$ cat config.mk
export PLATFORM = sky130hd
export DESIGN_NAME = civil_date_from_julian_day
export DESIGN_NICKNAME = d
export VERILOG_FILES = /design/src/rtl/jdc_pkg.sv /design/src/rtl/jdc_cycle.sv /design/src/rtl/jdc_split.sv /design/src/rtl/jdc_month.sv /design/src/rtl/civil_date_from_julian_day.sv
export SDC_FILE = /design/constraint.sdc
export NUM_CORES = 2
export LEC_CHECK = 0
export BUFFER_PORTS_ARGS = -buffer_cell sky130_fd_sc_hd__buf_2
export CAP_MARGIN = 40
export CELL_PAD_IN_SITES_DETAIL_PLACEMENT = 0
export CELL_PAD_IN_SITES_GLOBAL_PLACEMENT = 1
export CORE_MARGIN = 5
export CORE_UTILIZATION = 51
export CTS_CLUSTER_DIAMETER = 60
export DETAILED_ROUTE_END_ITERATION = 8
export PLACE_DENSITY_LB_ADDON = 0.1
export SKIP_LAST_GASP = 1
export SYNTH_ARGS = -nofsm -noshare
export SYNTH_HDL_FRONTEND = slang
export SYNTH_SLANG_ARGS = --single-unit
$ cat constraint.sdc
create_clock -name clk -period 25.5 [get_ports clk]
set_input_delay 1.275 -clock clk [delete_from_list [all_inputs] [get_ports clk]]
set_output_delay 1.275 -clock clk [all_outputs]
set_load 0.02 [all_outputs]
$ cat src/rtl/jdc_pkg.sv
// ----------------------------------------------------------------------------
// jdc_pkg
// Constants and payload types shared by the day-number-to-date pipeline.
// ----------------------------------------------------------------------------
package jdc_pkg;

  // Calendar period lengths in days
  localparam int CYCLE_DAYS = 146097;  // 400 years
  localparam int CENT_DAYS  = 36524;
  localparam int QUAD_DAYS  = 1461;
  localparam int YEAR_DAYS  = 365;

  // Biased day count: jd + 32044 + CYCLE_BIAS * 146097, never negative
  localparam int  CYCLE_BIAS = 14700;
  localparam longint DAY_BIAS = 64'd32044 + 64'(CYCLE_BIAS) * 64'(CYCLE_DAYS);

  // floor(2^43 / 146097), used on day_count >> 11 with the product shifted right by 32
  localparam int CYCLE_RECIP = 60207211;
  // ceil(2^26 / 1461), exact for values up to one century
  localparam int QUAD_RECIP  = 45934;
  // month index = (day_in_year * 5 + 308) / 153, folded to one product >> 18
  localparam int MON_MULT    = 8570;    // 5 * 1714
  localparam int MON_ADD     = 527912;  // 308 * 1714

  // Year of cycle zero: -CYCLE_BIAS * 400 - 4800
  localparam int YEAR_BIAS   = -5884800;

  typedef struct packed {
    logic [14:0] cyc_idx;       // biased 400-year cycle index
    logic [17:0] day_in_cycle;
  } cyc_t;

  typedef struct packed {
    logic [23:0] year_base;     // two's complement, March-based year
    logic [8:0]  day_in_year;   // 0 is 1 March
  } yday_t;

  // Days from 1 March to the first of the month, month index 2 is March
  function automatic logic [8:0] first_day(input logic [3:0] mon);
    logic [8:0] d;
    case (mon)
      4'd2:    d = 9'd0;
      4'd3:    d = 9'd31;
      4'd4:    d = 9'd61;
      4'd5:    d = 9'd92;
      4'd6:    d = 9'd122;
      4'd7:    d = 9'd153;
      4'd8:    d = 9'd184;
      4'd9:    d = 9'd214;
      4'd10:   d = 9'd245;
      4'd11:   d = 9'd275;
      4'd12:   d = 9'd306;
      4'd13:   d = 9'd337;
      default: d = 9'd0;
    endcase
    return d;
  endfunction

endpackage

$ cat src/rtl/jdc_cycle.sv
// ----------------------------------------------------------------------------
// jdc_cycle
// Floor division of the shifted day number into 400-year cycles: reciprocal
// estimate, back-multiply, single correction step.
// ----------------------------------------------------------------------------
module jdc_cycle
  import jdc_pkg::*;
(
  input  logic               clk,
  input  logic               rst,
  input  logic               in_valid,
  output logic               in_ready,
  input  logic signed [31:0] julian_day,
  output logic               out_valid,
  input  logic               out_ready,
  output cyc_t               out_data
);

  logic        v1, v2, v3;
  logic        rdy1, rdy2, rdy3;
  logic [32:0] count1;
  logic [14:0] quot1, quot2, quot3;
  logic [18:0] rem2;
  logic [17:0] rem3;

  logic [33:0] count_wide;
  logic [32:0] count_next;
  logic [47:0] est_prod;
  logic [32:0] back_prod;
  logic [32:0] rem_full;

  assign rdy3     = !v3 || out_ready;
  assign rdy2     = !v2 || rdy3;
  assign rdy1     = !v1 || rdy2;
  assign in_ready = rdy1;

  always_comb begin
    count_wide = {{2{julian_day[31]}}, julian_day} + 34'(DAY_BIAS);
    count_next = count_wide[32:0];
    est_prod   = 48'(count_next[32:11]) * 48'(CYCLE_RECIP);
    back_prod  = 33'(quot1) * 33'(CYCLE_DAYS);
    rem_full   = count1 - back_prod;
  end

  always_ff @(posedge clk) begin
    if (rst) begin
      v1 <= 1'b0;
      v2 <= 1'b0;
      v3 <= 1'b0;
    end else begin
      if (rdy1) v1 <= in_valid;
      if (rdy2) v2 <= v1;
      if (rdy3) v3 <= v2;
    end
  end

  // estimate is exact or one low
  always_ff @(posedge clk) begin
    if (rdy1) begin
      count1 <= count_next;
      quot1  <= est_prod[46:32];
    end
    if (rdy2) begin
      quot2 <= quot1;
      rem2  <= rem_full[18:0];
    end
    if (rdy3) begin
      if (rem2 >= 19'(CYCLE_DAYS)) begin
        quot3 <= quot2 + 15'd1;
        rem3  <= 18'(rem2 - 19'(CYCLE_DAYS));
      end else begin
        quot3 <= quot2;
        rem3  <= rem2[17:0];
      end
    end
  end

  assign out_valid             = v3;
  assign out_data.cyc_idx      = quot3;
  assign out_data.day_in_cycle = rem3;

endmodule

$ cat src/rtl/jdc_split.sv
// ----------------------------------------------------------------------------
// jdc_split
// Splits the day within a 400-year cycle into centuries, four-year groups
// and years, and builds the March-based year.
// ----------------------------------------------------------------------------
module jdc_split
  import jdc_pkg::*;
(
  input  logic  clk,
  input  logic  rst,
  input  logic  in_valid,
  output logic  in_ready,
  input  cyc_t  in_data,
  output logic  out_valid,
  input  logic  out_ready,
  output yday_t out_data
);

  logic        v4, v5, v6, v7;
  logic        rdy4, rdy5, rdy6, rdy7;
  logic [23:0] yb4, yb5, yb6, yb7;
  logic [1:0]  cent4;
  logic [15:0] in_cent4, in_cent5;
  logic [4:0]  quad5;
  logic [10:0] in_quad6;
  logic [8:0]  in_year7;

  logic [1:0]  cent_next;
  logic [17:0] cent_off;
  logic [23:0] cyc_years;
  logic [23:0] cent_years;
  logic [31:0] quad_prod;
  logic [1:0]  yr_next;
  logic [10:0] yr_off;

  assign rdy7     = !v7 || out_ready;
  assign rdy6     = !v6 || rdy7;
  assign rdy5     = !v5 || rdy6;
  assign rdy4     = !v4 || rdy5;
  assign in_ready = rdy4;

  // the last, longer century lands on index 3 by itself
  always_comb begin
    cent_next = 2'(in_data.day_in_cycle >= 18'(CENT_DAYS))
              + 2'(in_data.day_in_cycle >= 18'(2 * CENT_DAYS))
              + 2'(in_data.day_in_cycle >= 18'(3 * CENT_DAYS));
    case (cent_next)
      2'd0:    cent_off = 18'd0;
      2'd1:    cent_off = 18'(CENT_DAYS);
      2'd2:    cent_off = 18'(2 * CENT_DAYS);
      2'd3:    cent_off = 18'(3 * CENT_DAYS);
      default: cent_off = 18'd0;
    endcase
    cyc_years = 24'(in_data.cyc_idx) * 24'd400 + 24'(YEAR_BIAS);

    case (cent4)
      2'd0:    cent_years = 24'd0;
      2'd1:    cent_years = 24'd100;
      2'd2:    cent_years = 24'd200;
      2'd3:    cent_years = 24'd300;
      default: cent_years = 24'd0;
    endcase
    quad_prod = 32'(in_cent4) * 32'(QUAD_RECIP);

    yr_next = 2'(in_quad6 >= 11'(YEAR_DAYS))
            + 2'(in_quad6 >= 11'(2 * YEAR_DAYS))
            + 2'(in_quad6 >= 11'(3 * YEAR_DAYS));
    case (yr_next)
      2'd0:    yr_off = 11'd0;
      2'd1:    yr_off = 11'(YEAR_DAYS);
      2'd2:    yr_off = 11'(2 * YEAR_DAYS);
      2'd3:    yr_off = 11'(3 * YEAR_DAYS);
      default: yr_off = 11'd0;
    endcase
  end

  always_ff @(posedge clk) begin
    if (rst) begin
      v4 <= 1'b0;
      v5 <= 1'b0;
      v6 <= 1'b0;
      v7 <= 1'b0;
    end else begin
      if (rdy4) v4 <= in_valid;
      if (rdy5) v5 <= v4;
      if (rdy6) v6 <= v5;
      if (rdy7) v7 <= v6;
    end
  end

  always_ff @(posedge clk) begin
    if (rdy4) begin
      yb4      <= cyc_years;
      cent4    <= cent_next;
      in_cent4 <= 16'(in_data.day_in_cycle - cent_off);
    end
    if (rdy5) begin
      yb5      <= yb4 + cent_years;
      quad5    <= quad_prod[30:26];
      in_cent5 <= in_cent4;
    end
    if (rdy6) begin
      yb6      <= yb5 + 24'({quad5, 2'b00});
      in_quad6 <= 11'(in_cent5 - 16'(16'(quad5) * 16'(QUAD_DAYS)));
    end
    if (rdy7) begin
      yb7      <= yb6 + 24'(yr_next);
      in_year7 <= 9'(in_quad6 - yr_off);
    end
  end

  assign out_valid            = v7;
  assign out_data.year_base   = yb7;
  assign out_data.day_in_year = in_year7;

endmodule

$ cat src/rtl/jdc_month.sv
// ----------------------------------------------------------------------------
// jdc_month
// Month and day from the March-based day of year; rolls January and
// February into the following year. Holds the result register.
// ----------------------------------------------------------------------------
module jdc_month
  import jdc_pkg::*;
(
  input  logic        clk,
  input  logic        rst,
  input  logic        in_valid,
  output logic        in_ready,
  input  yday_t       in_data,
  output logic        out_valid,
  input  logic        out_ready,
  output logic [23:0] year_number,
  output logic [3:0]  month_number,
  output logic [4:0]  day_number
);

  logic        v8, v9;
  logic        rdy8, rdy9;
  logic [3:0]  mon8;
  logic [8:0]  iy8;
  logic [23:0] yb8;

  logic [21:0] mon_prod;
  logic        next_year;

  assign rdy9     = !v9 || out_ready;
  assign rdy8     = !v8 || rdy9;
  assign in_ready = rdy8;

  always_comb begin
    mon_prod  = 22'(in_data.day_in_year) * 22'(MON_MULT) + 22'(MON_ADD);
    next_year = (mon8 >= 4'd12);
  end

  always_ff @(posedge clk) begin
    if (rst) begin
      v8 <= 1'b0;
      v9 <= 1'b0;
    end else begin
      if (rdy8) v8 <= in_valid;
      if (rdy9) v9 <= v8;
    end
  end

  // month index 2 is March, 13 is February
  always_ff @(posedge clk) begin
    if (rdy8) begin
      mon8 <= mon_prod[21:18];
      iy8  <= in_data.day_in_year;
      yb8  <= in_data.year_base;
    end
    if (rdy9) begin
      year_number  <= yb8 + 24'(next_year);
      month_number <= next_year ? mon8 - 4'd11 : mon8 + 4'd1;
      day_number   <= 5'(iy8 - first_day(mon8) + 9'd1);
    end
  end

  assign out_valid = v9;

endmodule

$ cat src/rtl/civil_date_from_julian_day.sv
// ----------------------------------------------------------------------------
// civil_date_from_julian_day
// Julian day number to proleptic Gregorian year, month and day.
// ----------------------------------------------------------------------------
// Fully pipelined, one beat in and one beat out per cycle while the sink is
// ready, through nine register stages (the 400-year division takes three,
// the century/four-year/year split four, the month and day two).
// Backpressure collapses bubbles stage by stage, so the input stays ready
// while the result register holds a beat, as long as some stage is empty.
// Any 32-bit day number is legal; negatives use floor division. Years are
// astronomical (year 0 is 1 BC). Reset clears only the valid flags.
module civil_date_from_julian_day
  import jdc_pkg::*;
(
  input  logic        clk,
  input  logic        rst,
  input  logic        s_axis_tvalid,
  output logic        s_axis_tready,
  input  logic [31:0] s_axis_tdata,   // [31:0] julian_day (signed)
  output logic        m_axis_tvalid,
  input  logic        m_axis_tready,
  output logic [39:0] m_axis_tdata    // [23:0] year_number (signed),
                                      // [27:24] month_number, [32:28] day_number
);

  logic        cyc_valid, cyc_ready;
  cyc_t        cyc_data;
  logic        yd_valid, yd_ready;
  yday_t       yd_data;
  logic [23:0] year_number;
  logic [3:0]  month_number;
  logic [4:0]  day_number;

  jdc_cycle u_cycle (
    .clk        (clk),
    .rst        (rst),
    .in_valid   (s_axis_tvalid),
    .in_ready   (s_axis_tready),
    .julian_day (signed'(s_axis_tdata)),
    .out_valid  (cyc_valid),
    .out_ready  (cyc_ready),
    .out_data   (cyc_data)
  );

  jdc_split u_split (
    .clk       (clk),
    .rst       (rst),
    .in_valid  (cyc_valid),
    .in_ready  (cyc_ready),
    .in_data   (cyc_data),
    .out_valid (yd_valid),
    .out_ready (yd_ready),
    .out_data  (yd_data)
  );

  jdc_month u_month (
    .clk          (clk),
    .rst          (rst),
    .in_valid     (yd_valid),
    .in_ready     (yd_ready),
    .in_data      (yd_data),
    .out_valid    (m_axis_tvalid),
    .out_ready    (m_axis_tready),
    .year_number  (year_number),
    .month_number (month_number),
    .day_number   (day_number)
  );

  assign m_axis_tdata = {7'd0, day_number, month_number, year_number};

  // every stage can advance when the sink is ready, so the input is ready too
  a_ready_chain : assert property (@(posedge clk) disable iff (rst)
    m_axis_tready |-> s_axis_tready)
    else $error("input not ready while output drains");

  a_month_range : assert property (@(posedge clk) disable iff (rst)
    m_axis_tvalid |-> (m_axis_tdata[27:24] >= 4'd1 && m_axis_tdata[27:24] <= 4'd12))
    else $error("month out of range");

  a_day_range : assert property (@(posedge clk) disable iff (rst)
    m_axis_tvalid |-> (m_axis_tdata[32:28] >= 5'd1 && m_axis_tdata[32:28] <= 5'd31))
    else $error("day out of range");

  a_reset_empty : assert property (@(posedge clk)
    rst |=> !m_axis_tvalid)
    else $error("result valid straight after reset");

endmodule
# --- Yosys cells after proc, flatten, opt, wreduce, memory -nomap -nowiden ---
# Memories as Yosys holds them, arrays and structs flattened. A register that Yosys moved wholly into a read port is not among the register bits.
# Cells that the tools add are included.
totals:
  reg_bits: 326
  mem_bits_ro: 144
  input_bits: 36
  out_inout_bits: 42
  word_cells: 105
  n_memories: 1
classes:
  addsub: 21
  mul: 6
  magnitude_cmp: 8
  n_eq_ne: 9
  muxes: 8
  n_reduce_logical: 21
mem_list:
  columns: ["memory", "depth", "width", "read_ports", "rd_ports_with_merged_regs", "write_ports", "line", "rtl"]
  rows:
  - ["(name not given)", 16, 9, 1, 1, 0, "jdc_pkg.sv:41", "case (mon)"]
ops:
  columns: ["cell", "n"]
  rows:
  - ["$pmux 24 s4", 1]
  - ["$pmux 16 s4", 1]
  - ["$mul 22x26->47 const B", 1]
  - ["$ge 18x17->1 const B", 2]
  - ["$pmux 9 s4", 1]
  - ["$add 32x33->33 const B", 1]
  - ["$mul 16x15->30 const B", 1]
  - ["$add 24x1->24", 1]
  - ["$add 24x2->24", 1]
  - ["$add 24x24->24", 1]
  - ["$add 24x24->24 const B", 1]
  - ["$add 24x7->24", 1]
  - ["$add 22x20->22 const B", 1]
  - ["$mul 9x13->21 const B", 1]
  - ["$mul 15x5->20 const B", 1]
  - ["$ge 19x18->1 const B", 1]
  - ["$mul 15x18->19 const B", 1]
  - ["$sub 19x19->19", 1]
  - ["$ge 18x16->1 const B", 1]
  - ["$mux 18", 1]
  - ["$sub 18x18->18 const B", 1]
  - ["$sub 16x16->16", 1]
  - ["$add 15x1->15 const B", 1]
  - ["$mux 15", 1]
  - ["other kinds (20)", 48]

# --- Longest topological paths before layout ---
logic_depth:
  word_depth: 10
  depth_mapped: 36
  depth_no_buf: 36

# --- Modules after synthesis ---
# From an unflattened synthesis, not the netlist that was laid out.
unflattened:
  cells_unflattened: 3254
  hier_area_um2: 35579.1
modules_own_cells:
  columns: ["module", "instances", "cells_per_inst", "area_per_inst_um2", "seq_area_each_um2"]
  rows:
  - ["jdc_cycle", 1, 1555, 16507.1, 3093.0]
  - ["jdc_split", 1, 1248, 13812.0, 4344.2]
  - ["jdc_month", 1, 443, 5203.7, 2122.0]
  - ["civil_date_from_julian_day", 1, 8, 56.3, 0.0]

# --- Worst setup path after synthesis ---
# OpenSTA, ideal clock, no wires.
synth_path:
  path_kind: "input port to flip-flop"
  from: "input port s_axis_tdata[3]"
  to: "register u_cycle.quot1[14] (data pin)"
  setup_time_ps: 260
  arrival_time_ps: 8746
  t_required_ps: 25240
  setup_slack_ps: 16494
  stages: 34
  path_buffers: 0
  path_cell_list: "inv_1 -> ha_1 -> nor2b_1 -> nor3_1 -> nor2_1 -> o21a_1 -> o21a_1 -> o21ai_0 -> nand2b_1 -> nand2_1 -> or3_1 -> xnor2_1 -> ha_1 -> ha_1 -> or2_2 -> fa_1 -> inv_1 -> fa_1 -> inv_1 -> fa_1 -> fa_1 -> inv_1 -> fa_1 -> inv_1 -> ha_1 -> a21o_1 -> a21oi_1 -> o311ai_0 -> a311o_1 -> o211ai_1 -> o211ai_1 -> a31o_2 -> a21oi_1 -> xnor2_1"
synth_via:
  elab_chain_cells: 2
synth_lines:
  columns: ["element", "line", "rtl"]
  rows:
  - ["start, declared", "civil_date_from_julian_day.sv:19", "input logic [31:0] s_axis_tdata,"]
  - ["$add 32x33->33", "jdc_cycle.sv:38", "count_wide = {{2{julian_day[31]}}, julian_day} + 34'(DAY_BIAS);"]
  - ["$mul 22x26->47", "jdc_cycle.sv:40", "est_prod = 48'(count_next[32:11]) * 48'(CYCLE_RECIP);"]
  - ["net u_cycle.est_prod[46]", "jdc_cycle.sv:28", "logic [47:0] est_prod;"]
  - ["end signal, assigned", "jdc_cycle.sv:61", "quot1 <= est_prod[46:32];"]
  - ["end, declared", "jdc_cycle.sv:22", "logic [14:0] quot1, quot2, quot3;"]
# The timed path passes the listed nets, and every way through them passes these cells.
# A chain may end at the register's enable or synchronous reset.

# --- Final worst setup path ---
# Same ends and word-level chain as after synthesis.

==> results.yml <==
yosys:
  synth-simple-area-share_pct: 5.731
  async_flop_share_pct: 0
  ys_types: 72
  yosysSeqAreaShare_pct: 27.48
  yosysMostFrequentCell: "inv_1"
  synth.top_cell.area_share_pct: 26.68
  synth_warnings: 0
  synth_xor_area_share_pct: 6.346
  synth_area_leaders: "edfxtp_1, fa_1, ha_1"
  yosys.area_share.adder_pct: 44.98
  synth_common_cells: "inv_1, ha_1, fa_1"
  synth_top_family_by_area: "adder cells"
  synth_edf_count: 309
  ys_seq_elements: 323
  muxShareOfSynthArea_pct: 0.4964
  yosysTopAreaCell: "edfxtp_1"
  syn_area_um2: 34780
  synth_cells: 3119
  ys.flop_type: "edfxtp_1"
  postSynthAreaPerCell_um2: 11.15
  synth_compound_area_share_pct: 6.238
sta:
  finalClockSkew_ps: 21.68
  tightest_slew_ps: 796.7
  slew_violations: 0
  hold_viol_final: 0
  report.final.setup_viol: 0
  fin_crit_sh_pct: 39.12
  max_slew_margin_pct: 46.51
  period_needed_ps: 9974
  max_freq_ghz: 0.1003
  rsz0062_at_grt: "false"
  tns_ps: 0
clock_tree:
  cts_resized: 0
  cts_tree: "done"
  clkSinkCount: 323
  holdBufCountCts: 0
  clk_path_buf_depth: 3
  cts_inserted_buffers: 37
  path_clk_slew_ps: 60
  h-tree-depth: 2
  post_cts_buffers: 0
  clk_root_buffer_cell: "clkbuf_16"
  clock_latency_ps: 550
worst_setup_path:
  required_ps: 25770
  critPathSlowestCell: "fa_1"
  critPathLaunchType: "primary input"
  critPathMaxFanout: 6
  arrival_ps: 10240
  timing_worst_setup_path_type: "in -> reg"
  slowest_delay_ps: 610
  path_common_cell: "inv_1"
  endpoint_kind: "flip-flop"
layout:
  diodes: 0
  syn_to_final_growth_pct: 8.155
  nFillCells: 5822
  instances_no_fill: 4137
  nets: 4278
  drive_gt1_share_pct: 5.484
floorplan:
  row_count: 95
  die_w_um: 271.1
  io_pins: 78
  fp.dieH_um: 271.1
  start_util_pct: 51.61
  die_area_um2: 73520
  core-area_um2: 67400
global_routing:
  grt_pass1_vias: 23518
  grt-ovfl-total: 0
  antenna_found_initial: 0
  grt_max_degree: 37
  grtUsageTotal_pct: 21.20
  grt_pass1_wl_um: 124300
place:
  io_buffers: 70
  dp_hpwl_um: 65710
  gp_congestion: 0.9533
  dp.cells: 4071
detailed_routing:
  vias: 21139
  drcViolationCount: 0
  antenna_left: 0
  drtPass1Iterations: 4
  wirelength_um: 74440
  via_per_inst: 5.110
  drt_iter0_drc: 902
  routedWlPerCell_um: 17.99
min_path:
  min_path_type: "reg -> reg"
status:
  status: "completed"
job:
  drv_cap: 0
-- layer usage --
| metal | vias up | GRT usage [%] | part of all wire (%) |
|---|---|---|---|
| met1 | 10458 | 27.22 | 43 |
| met2 | 241 | 39.31 | 52 |
| met3 | 67 | 2.155 | 2.8 |
| li1 | 10373 | - | - |
| met5 | - | 0 | 0 |
| met4 | 0 | 3.996 | 1.9 |
-- flip-flops by register name, indices dropped and copies added (netlist names), 9 cells and up, named ones only --
| register | flops |
|---|---|
| u_month.yb8 | 24 |
| u_split.yb5 | 22 |
| u_split.in_quad6 | 11 |
| u_cycle.rem3 | 18 |
| u_split.yb4 | 20 |
| u_cycle.quot3 | 15 |
| u_cycle.rem2 | 19 |
| u_month.year_number | 24 |
| u_split.yb6 | 22 |
| u_split.yb7 | 24 |
| u_cycle.quot1 | 15 |
| u_cycle.quot2 | 15 |
| u_cycle.count1 | 19 |
| u_split.in_cent5 | 11 |
| u_split.in_year7 | 9 |
| u_split.in_cent4 | 16 |
-- cells by family after synthesis --
group | after synthesis
adder cells (fa/ha/maj) | 1005
XOR/XNOR | 252
AO/OA/AOI/OAI | 324
buffers and inverters | 798
AND/OR/NAND/NOR | 400
flip-flops | 323
multiplexers | 16
other | 1
-- cells in the final DEF (no fill, tap or decap), types with 8 or more instances in the layout --
master | netlist | layout
and3_1 | 31 | 31
nand4_1 | 12 | 12
buf_2 | 1 | 70
clkbuf_16 | 0 | 38
o21ai_0 | 57 | 57
fa_1 | 409 | 409
buf_4 | 7 | 14
o21bai_1 | 11 | 11
nor2b_1 | 17 | 17
ha_1 | 596 | 596
inv_1 | 783 | 783
nor3_1 | 26 | 26
dfxtp_1 | 14 | 14
a21oi_1 | 86 | 86
nand3_1 | 57 | 56
a21o_1 | 59 | 59
nand2_1 | 73 | 73
edfxtp_1 | 309 | 309
and2_1 | 9 | 9
o211ai_1 | 11 | 11
a21boi_0 | 11 | 11
mux2i_1 | 9 | 9
xnor2_1 | 169 | 169
nand2b_1 | 27 | 27
o21a_1 | 20 | 20
or2_2 | 8 | 8
xor2_1 | 83 | 83
nor2_1 | 106 | 106
nor3b_1 | 8 | 8
-- stage by stage --
stage                     setup WS [ps]  utilization [%]  hold slack, ps  cell area (um^2)
after floorplan                   16490                -           400.3             34800
after global placement            14850            53.77           400.8             36240
after detailed placement          14920            53.91           404.5             36330
after CTS                         15480            55.82           415.0             37620
after global routing              14890            55.82           419.7             37620
final                             15530            55.82           412.6             37620
-- worst paths after layout --
check                       start           endpoint  slack (ps)  cells past startpoint
max reg2reg  u_split.in_cent4[12]   u_split.quad5[3]       18850                     21
min reg2reg        u_split.yb7[6]     u_month.yb8[6]         410                      0
min                u_split.yb7[6]     u_month.yb8[6]         410                      0
max               s_axis_tdata[3]  u_cycle.quot1[14]       15530                     37
-- worst max-delay path, delay by kind of cell --
kind                       cells  cell delay (ps)
xor gates and xnor gates       2              620
AOI/OAI and AO/OA              8             1660
buffers and inverters          8              530
adders and majority gates      9             4070
and+or+nand+nor               10             2080
-- final cells by class --
class / count / area [um^2] / share of cell area [%]
tap: 873 / 1092 / 2.904
clock buffer: 44 / 973.4 / 2.588
timing repair buffer: 87 / 518.0 / 1.377
multi-input combinational: 2004 / 22220 / 59.07
clock inverter: 22 / 312.8 / 0.8315
inverter: 784 / 2943 / 7.823
sequential: 323 / 9559 / 25.41
Power is left out: the tool's default activity adds up to more than one toggle a clock period on the data nets, which glitch-free logic cannot reach.
